===== src/rtl/core/scre_pkg.sv =====
`timescale 1ns / 1ps

package scre_pkg;

  // Default sizes
  localparam int QUEUE_SLOTS_DEF  = 4;
  localparam int CONFIG_BYTES_DEF = 128;

  // Job lengths and stepper tick count
  localparam int REALTIME_LEN    = 22;
  localparam int SHORT_STORE_LEN = 'h7c;
  localparam logic [3:0] STEP_TICK_COUNT = 4'd10;

  // Command bytes
  localparam logic [7:0] CMD_REALTIME = 8'h41;  // 'A'
  localparam logic [7:0] CMD_SAVE     = 8'h42;  // 'B'
  localparam logic [7:0] CMD_SECONDS  = 8'h43;  // 'C'
  localparam logic [7:0] CMD_FLUSH    = 8'h46;  // 'F'
  localparam logic [7:0] CMD_VERSION  = 8'h51;  // 'Q'
  localparam logic [7:0] CMD_CLOSE    = 8'h53;  // 'S'
  localparam logic [7:0] CMD_STORE    = 8'h54;  // 'T'
  localparam logic [7:0] CMD_SHORT    = 8'h56;  // 'V'
  localparam logic [7:0] CMD_WRITE    = 8'h57;  // 'W'
  localparam logic [7:0] CMD_OPEN     = 8'h73;  // 's'

  // Register indexes
  localparam logic [0:0] REG_FIRMWARE_VERSION = 1'b0;

  typedef enum logic [1:0] {
    PH_CMD    = 2'd0,
    PH_OFFSET = 2'd1,
    PH_VALUE  = 2'd2
  } phase_t;

  typedef enum logic [2:0] {
    EV_TX_BYTE      = 3'd0,
    EV_CONFIG_WRITE = 3'd1,
    EV_SAVE         = 3'd2,
    EV_STEP_OPEN    = 3'd3,
    EV_STEP_CLOSE   = 3'd4
  } event_t;

  typedef enum logic [1:0] {
    SRC_STORE    = 2'd0,
    SRC_REALTIME = 2'd1,
    SRC_VERSION  = 2'd2,
    SRC_SECONDS  = 2'd3
  } source_t;

  typedef struct packed {
    source_t    source;
    logic [7:0] last;
    logic [7:0] count;
  } job_t;

endpackage


===== src/rtl/core/serial_command_response_engine.sv =====
`timescale 1ns / 1ps

// Each result is registered: it appears on the output register in the cycle after its transaction is accepted.
// Throughput: one input transaction per cycle; the output register lets a new transaction in
// whenever the held result is taken in the same cycle or none is held.
// Reset (rst, synchronous): command phase, empty queue, version zero, and every store
// valid bit cleared so that unwritten store bytes read as zero.
module serial_command_response_engine
  import scre_pkg::*;
#(
  parameter int QUEUE_SLOTS  = QUEUE_SLOTS_DEF,
  parameter int CONFIG_BYTES = CONFIG_BYTES_DEF
) (
  input  logic        clk,
  input  logic        rst,
  // input channel
  input  logic        in_valid,
  output logic        in_stall,
  input  logic        mode,
  input  logic [7:0]  rx_byte,
  // output channel
  output logic        out_valid,
  input  logic        out_stall,
  output logic [2:0]  event_kind,
  output logic [1:0]  tx_source,
  output logic [7:0]  byte_index,
  output logic [7:0]  byte_value,
  output logic [3:0]  step_ticks,
  output logic        tx_pending,
  output logic        job_dropped,
  // configuration port
  input  logic        psel,
  input  logic        penable,
  input  logic        pwrite,
  input  logic [1:0]  paddr,
  input  logic [31:0] pwdata,
  output logic [31:0] prdata,
  output logic        pready
);

  localparam int QW = (QUEUE_SLOTS > 1) ? $clog2(QUEUE_SLOTS) : 1;
  localparam int AW = $clog2(CONFIG_BYTES);
  localparam logic [8:0] STORE_SIZE = 9'(CONFIG_BYTES);
  localparam logic [QW-1:0] PTR_LAST = QW'(QUEUE_SLOTS - 1);
  localparam logic [7:0] LAST_REALTIME = 8'(REALTIME_LEN - 1);
  localparam logic [7:0] LAST_SHORT    = 8'(SHORT_STORE_LEN - 1);
  localparam logic [7:0] LAST_STORE    = 8'(CONFIG_BYTES - 1);
  localparam logic [7:0] LAST_SINGLE   = 8'd0;

  // Control state
  phase_t          phase, phase_next;
  logic [7:0]      pending_offset, offset_next;
  logic [QW-1:0]   head, head_next;
  logic [QW-1:0]   tail, tail_next;
  logic [7:0]      firmware_version;

  // Job ring and configuration store
  job_t            job_queue [QUEUE_SLOTS];
  logic [7:0]      store [CONFIG_BYTES];
  logic            store_valid [CONFIG_BYTES];

  // Step controls
  logic            accept;
  logic            push_en;
  source_t         push_src;
  logic [7:0]      push_last;
  logic            count_en;
  logic            store_we;
  logic [AW-1:0]   store_waddr;
  logic [AW-1:0]   store_raddr;
  job_t            tail_job;
  logic            res_valid;
  event_t          res_kind;
  source_t         res_src;
  logic [7:0]      res_index;
  logic [7:0]      res_value;
  logic            res_from_store;
  logic [3:0]      res_ticks;
  logic            res_dropped;

  // Output register
  event_t          ev_q;
  source_t         src_q;
  logic [7:0]      index_q;
  logic [7:0]      value_q;
  logic            from_store_q;
  logic [3:0]      ticks_q;
  logic            pending_q;
  logic            dropped_q;
  logic [7:0]      rd_data;
  logic            rd_valid;

  assign in_stall = out_valid && out_stall;
  assign accept   = in_valid && !in_stall;
  assign tail_job = job_queue[tail];
  assign store_raddr = tail_job.count[AW-1:0];
  assign store_waddr = pending_offset[AW-1:0];

  // Step the parser and the job ring
  always_comb begin
    logic [QW-1:0] head_inc;
    logic [QW-1:0] tail_inc;
    head_inc = (head == PTR_LAST) ? '0 : head + 1'b1;
    tail_inc = (tail == PTR_LAST) ? '0 : tail + 1'b1;

    phase_next     = phase;
    offset_next    = pending_offset;
    head_next      = head;
    tail_next      = tail;
    push_en        = 1'b0;
    push_src       = SRC_STORE;
    push_last      = LAST_SINGLE;
    count_en       = 1'b0;
    store_we       = 1'b0;
    res_valid      = 1'b0;
    res_kind       = EV_TX_BYTE;
    res_src        = SRC_STORE;
    res_index      = '0;
    res_value      = '0;
    res_from_store = 1'b0;
    res_ticks      = '0;
    res_dropped    = 1'b0;

    if (mode) begin
      // Send the next byte of the oldest job
      if (head != tail) begin
        res_valid = 1'b1;
        res_src   = tail_job.source;
        res_index = tail_job.count;
        if (tail_job.source == SRC_STORE) begin
          res_from_store = ({1'b0, tail_job.count} < STORE_SIZE);
        end else if (tail_job.source == SRC_VERSION) begin
          res_value = firmware_version;
        end
        if (tail_job.count < tail_job.last) begin
          count_en = 1'b1;
        end else begin
          tail_next = tail_inc;
        end
      end
    end else begin
      case (phase)
        PH_OFFSET: begin
          offset_next = rx_byte;
          phase_next  = PH_VALUE;
        end
        PH_VALUE: begin
          phase_next = PH_CMD;
          if ({1'b0, pending_offset} < STORE_SIZE) begin
            store_we  = 1'b1;
            res_valid = 1'b1;
            res_kind  = EV_CONFIG_WRITE;
            res_index = pending_offset;
            res_value = rx_byte;
          end
        end
        default: begin
          phase_next = PH_CMD;
          case (rx_byte)
            CMD_REALTIME: begin
              push_en   = 1'b1;
              push_src  = SRC_REALTIME;
              push_last = LAST_REALTIME;
            end
            CMD_SECONDS: begin
              push_en  = 1'b1;
              push_src = SRC_SECONDS;
            end
            CMD_VERSION: begin
              push_en  = 1'b1;
              push_src = SRC_VERSION;
            end
            CMD_STORE: begin
              push_en   = 1'b1;
              push_last = LAST_STORE;
            end
            CMD_SHORT: begin
              push_en   = 1'b1;
              push_last = LAST_SHORT;
            end
            CMD_SAVE: begin
              res_valid = 1'b1;
              res_kind  = EV_SAVE;
            end
            CMD_OPEN: begin
              res_valid = 1'b1;
              res_kind  = EV_STEP_OPEN;
              res_ticks = STEP_TICK_COUNT;
            end
            CMD_CLOSE: begin
              res_valid = 1'b1;
              res_kind  = EV_STEP_CLOSE;
              res_ticks = STEP_TICK_COUNT;
            end
            CMD_FLUSH: begin
              head_next = '0;
              tail_next = '0;
            end
            CMD_WRITE: begin
              phase_next = PH_OFFSET;
            end
            default: begin
            end
          endcase
          // Drop the job when the ring is full
          if (push_en && head_inc == tail) begin
            push_en     = 1'b0;
            res_valid   = 1'b1;
            res_dropped = 1'b1;
          end else if (push_en) begin
            head_next = head_inc;
          end
        end
      endcase
    end
  end

  // Control registers
  always_ff @(posedge clk) begin
    if (rst) begin
      phase          <= PH_CMD;
      pending_offset <= '0;
      head           <= '0;
      tail           <= '0;
    end else if (accept) begin
      phase          <= phase_next;
      pending_offset <= offset_next;
      head           <= head_next;
      tail           <= tail_next;
    end
  end

  // Job ring entries
  always_ff @(posedge clk) begin
    if (accept && push_en) begin
      job_queue[head] <= '{source: push_src, last: push_last, count: 8'd0};
    end else if (accept && count_en) begin
      job_queue[tail].count <= tail_job.count + 8'd1;
    end
  end

  // Store write and registered read
  always_ff @(posedge clk) begin
    if (accept && store_we) begin
      store[store_waddr] <= rx_byte;
    end
    if (accept) begin
      rd_data <= store[store_raddr];
    end
  end

  // Store valid bits
  always_ff @(posedge clk) begin
    if (rst) begin
      for (int i = 0; i < CONFIG_BYTES; i++) begin
        store_valid[i] <= 1'b0;
      end
      rd_valid <= 1'b0;
    end else if (accept) begin
      if (store_we) begin
        store_valid[store_waddr] <= 1'b1;
      end
      rd_valid <= store_valid[store_raddr];
    end
  end

  // Output register
  always_ff @(posedge clk) begin
    if (rst) begin
      out_valid <= 1'b0;
    end else if (accept) begin
      out_valid <= res_valid;
    end else if (!out_stall) begin
      out_valid <= 1'b0;
    end
  end

  always_ff @(posedge clk) begin
    if (accept) begin
      ev_q         <= res_kind;
      src_q        <= res_src;
      index_q      <= res_index;
      value_q      <= res_value;
      from_store_q <= res_from_store;
      ticks_q      <= res_ticks;
      pending_q    <= (head_next != tail_next);
      dropped_q    <= res_dropped;
    end
  end

  assign event_kind  = ev_q;
  assign tx_source   = src_q;
  assign byte_index  = index_q;
  assign byte_value  = from_store_q ? (rd_valid ? rd_data : 8'd0) : value_q;
  assign step_ticks  = ticks_q;
  assign tx_pending  = pending_q;
  assign job_dropped = dropped_q;

  // Configuration port
  always_ff @(posedge clk) begin
    if (rst) begin
      firmware_version <= '0;
    end else if (psel && penable && pwrite && pready
                 && paddr[1] == REG_FIRMWARE_VERSION) begin
      firmware_version <= pwdata[7:0];
    end
  end

  // Read back the version register where paddr[1] is clear; other addresses read zero
  assign prdata = (paddr[1] == REG_FIRMWARE_VERSION) ? {24'd0, firmware_version} : 32'd0;

  assign pready = 1'b1;

  // Held result reflects the ring as the last transaction left it
  a_pending_matches: assert property (@(posedge clk) disable iff (rst)
    out_valid |-> (tx_pending == (head != tail)))
    else $error("tx_pending disagrees with ring pointers");

  // A dropped job implies a full, hence nonempty, ring
  a_drop_pending: assert property (@(posedge clk) disable iff (rst)
    (out_valid && job_dropped) |-> (tx_pending && event_kind == EV_TX_BYTE))
    else $error("dropped job without a pending queue");

  // Stepper events carry the tick count
  a_step_ticks: assert property (@(posedge clk) disable iff (rst)
    (out_valid && (event_kind == EV_STEP_OPEN || event_kind == EV_STEP_CLOSE))
      |-> (step_ticks == STEP_TICK_COUNT))
    else $error("stepper event without tick count");

  // Flush empties the ring
  a_flush: assert property (@(posedge clk) disable iff (rst)
    (accept && !mode && phase != PH_OFFSET && phase != PH_VALUE && rx_byte == CMD_FLUSH)
      |=> (head == '0 && tail == '0))
    else $error("flush did not clear the ring");

endmodule


===== config.mk =====
export PLATFORM = sky130hd
export DESIGN_NAME = serial_command_response_engine
export DESIGN_NICKNAME = d
export VERILOG_FILES = /design/src/rtl/core/scre_pkg.sv /design/src/rtl/core/serial_command_response_engine.sv
export SDC_FILE = /design/constraint.sdc
export NUM_CORES = 2
export LEC_CHECK = 0
export ABC_AREA = 0
export ABC_CLOCK_PERIOD_IN_PS = 4600
export BUFFER_PORTS_ARGS = -buffer_cell sky130_fd_sc_hd__buf_4
export CELL_PAD_IN_SITES_DETAIL_PLACEMENT = 1
export CELL_PAD_IN_SITES_GLOBAL_PLACEMENT = 1
export CORE_MARGIN = 2
export CORE_UTILIZATION = 53
export DETAILED_ROUTE_END_ITERATION = 10
export PLACE_DENSITY = 0.79
export SLEW_MARGIN = 30
export SYNTH_ARGS = -nofsm -noshare
export SYNTH_HDL_FRONTEND = slang
export SYNTH_SLANG_ARGS = --single-unit

===== constraint.sdc =====
create_clock -name clk -period 4.6 [get_ports clk]
set_clock_uncertainty 0.1 [all_clocks]
set_input_delay 0.23 -clock clk [delete_from_list [all_inputs] [get_ports clk]]
set_output_delay 0.23 -clock clk [all_outputs]
set_load 0.02 [all_outputs]

==> flow_summary.toml <==
[floorplan]
rows = 112
fp.dieH_um = 311
die_area_sq_mm = 0.0970
io-pin-count = 112
core_area_sq_mm = 0.0935
die_x_um = 311
initial_core_util_pct = 53.6

[clock_network]
cts_max_level = 3
cts_made_buffers = 120
max-clock-path-buffers = 3
post_cts_buffers = 0
cts.clk_slew.worst_paths_ns = 0.06
cts_num_sinks = 1263
cts-root-buf = "clkbuf_16"
worstSkewPairLatency_ns = 0.71
cts_tree = "yes"

[sta]
slew_violations = 0
worstMarginPinSlew_ns = 1.04
slew_headroom_pct = 30.4
fin_crit_ns = 4.35
setup_viol = 0
hold_viol = 0
fin_setup_tns_ns = 0
rsz0062_at_grt = "false"
fmax_ghz = 0.230
period_share_pct = 94.7

[worst_setup_path]
rr_endpoint = "rd_valid"
cp_top_family = "buffers and inverters"
worstSetupPathType = "reg2reg"
cp-end-kind = "flip-flop"
cp.depth = 13
cp-start-kind = "flip-flop"
path_max_fanout = 62
path_buf_inv = 5
ff2ff_path_depth = 13
worstPathRequired_ns = 5.08
reg2reg_slack_ns = 0.25
cp_common_cell = "buf_4"
worstPathCellList = "buf_12 -> mux2i_1 -> mux2_4 -> clkinv_8 -> buf_4 -> buf_4 -> mux4_2 -> nand2_1 -> nand3_1 -> a311oi_1 -> buf_4 -> nor4_1 -> a21boi_1"
crit_end = "rd_valid"
crit_slowest_cell = "dfxtp_1"
slowest_delay_ns = 0.66
cp.arrival_ns = 4.83

[worst_hold_path]
hold_class = "in2reg"

[route]
avgViaCountPerCell = 6.37
vias = 29500
drtAntennaViolNets = 0
firstDrtPassIters = 5
finalWirelength_um = 140000
drc = 0
wl_per_cell_um = 30.2
drtIter0Drc = 3586

[global_routing]
grt_pass1_wl_um = 207000
grt_pass1_vias = 31200
grt_overflow = 0
grt_start_max_net_pins = 148
grt_usage_pct = 28.8
grt_antenna_before_repair = 2

[yosys]
ys_top_cells_by_count = "edfxtp_1 (1109), nor2_1 (412), nand2_1 (347), mux4_2 (180), dfxtp_1 (154)"
syn_inst = 3169
yosysTopAreaCell = "edfxtp_1"
ys_types = 71
synth-seq-cells = 1263
syn_area_per_cell_sq_um = 15.8
yosys_warnings = 0
synth_top_flop_cell = "edfxtp_1"
synth_area_leaders = "edfxtp_1 (66%), mux4_2 (8.1%), dfxtp_1 (6.2%), nor2_1 (3.1%), nand2_1 (2.6%)"
synth_most_common_cell = "edfxtp_1"
synthDominantCellAreaShare_pct = 66.5
syn_area_sq_mm = 0.0501
yosysSeqAreaShare_pct = 72.6
async_flop_share_pct = 0
synth_edf_count = 1109

[final_layout]
num_antenna_cells = 0
nets = 3337
final_cells = 4635
syn2layout_area_growth_pct = 11.5
drive_gt1_share_pct = 17.5

[placement]
gp_congestion = 0.877
numPortBuffers = 59
placed_cells = 4390
dp_hpwl_um = 85900

[job]
max_cap_viol_count = 0

[power]
p_leak_nw = 18.1
power_density_mw_per_mm2 = 435
ir_worst_vdd_mv = 0.337

[status]
status = "completed"
-- state kept, by name, summed over array words and instances (netlist names), 3 cells and up, named ones only --
name	flops
pending_offset	8
byte_index	8
firmware_version	8
store	1024
job_queue	52
event_kind	3
rd_data	8
value_q	8
store_valid	128
-- metal layers --
layer / vias to the layer above / wire length, um / share of wire [%] / track usage (%)
met5: - / 0 / 0 / 0
met4: 0 / 6250 / 4.5 / 11.4
met3: 343 / 12900 / 9.2 / 6.03
met2: 1562 / 68100 / 49 / 47.3
met1: 15300 / 52600 / 38 / 37.7
li1: 12300 / - / - / -
-- cell families after synthesis --
logic type                 after synthesis  synth area share [%]
other                                    2                0.0150
xor gates and xnor gates                10                 0.175
adders and majority gates               11                 0.275
AOI/OAI and AO/OA                      404                  5.61
buffers and inverters                  226                  2.75
and+or+nand+nor                        966                  8.19
muxes                                  287                  10.3
DFF                                   1263                  72.6
-- final cells by class --
type                            count  area (sq um)
Multi-Input combinational cell   1705         12500
Fill cell                        8513         37600
Sequential cell                  1263         36400
Clock buffer                      185          3470
Clock inverter                     42           433
Timing Repair Buffer              162          1400
Tap cell                         1254          1570
Inverter                           24           120
-- layout by cell type, fill, tap and decap left out, types with 15 or more instances in the layout --
| cell type | instances |
|---|---|
| clkbuf_8 | 21 |
| nand2_1 | 347 |
| nand3_1 | 61 |
| mux2i_1 | 70 |
| a31oi_1 | 57 |
| nor2_2 | 20 |
| nor2_1 | 397 |
| a221oi_1 | 15 |
| a22oi_1 | 61 |
| edfxtp_1 | 1109 |
| o22ai_1 | 42 |
| clkbuf_1 | 44 |
| dfxtp_1 | 154 |
| dlygate4sd3_1 | 17 |
| nor3_1 | 24 |
| clkinv_2 | 18 |
| mux4_2 | 180 |
| a21oi_1 | 70 |
| inv_1 | 18 |
| a211oi_1 | 38 |
| o21ai_0 | 27 |
| o32ai_1 | 16 |
| conb_1 | 27 |
| nor2b_1 | 35 |
| clkbuf_16 | 121 |
| and2_1 | 25 |
| o21ba_2 | 18 |
| mux2_2 | 34 |
| buf_4 | 132 |
-- worst min-delay path: stages --
cell,delay (ns)
buf_4,0.19
nand3_1,0.14
nor4_1,0.07
-- how the worst min path moves through the flow --
stage | cells past startpoint | slack, ns | to | start
after floorplan | 0 | 0.23 | store[0][0] | rx_byte[0]
after global placement | 2 | 0.34 | store_valid[70] | store_valid[70]
after detailed placement | 2 | 0.36 | store_valid[92] | store_valid[92]
after CTS | 4 | 0.004 | firmware_version[3] | penable
after global routing | 3 | 0.04 | step_ticks[1] | rx_byte[4]
final | 3 | 0.03 | step_ticks[1] | rx_byte[4]
-- metrics by stage --
stage	cell area [sq um]	hold slack, ns	util (%)	setup WS [ns]	power [W]
floorplan	50200	0.229	-	1.04	0.0139
global placement	51700	0.344	55.3	0.391	0.0146
detailed placement	51700	0.361	55.3	0.347	0.0147
CTS	55800	0.00429	59.7	0.285	0.0243
global route	55800	0.0369	59.7	0.0536	0.0248
finish	55800	0.0329	59.7	0.246	0.0243
-- report_power, final --
part	leakage, nW	internal (W)	switching (W)
logic	4.93	0.000645	0.00132
registers	11.3	0.0125	0.0000402
clock network	1.91	0.00557	0.00425
-- timing repair --
item,CTS,global route
hold buffers,17,0
endpoints found under the hold margin,72,0
gates resized for setup,0,0
(Power assumes the default switching activity.)
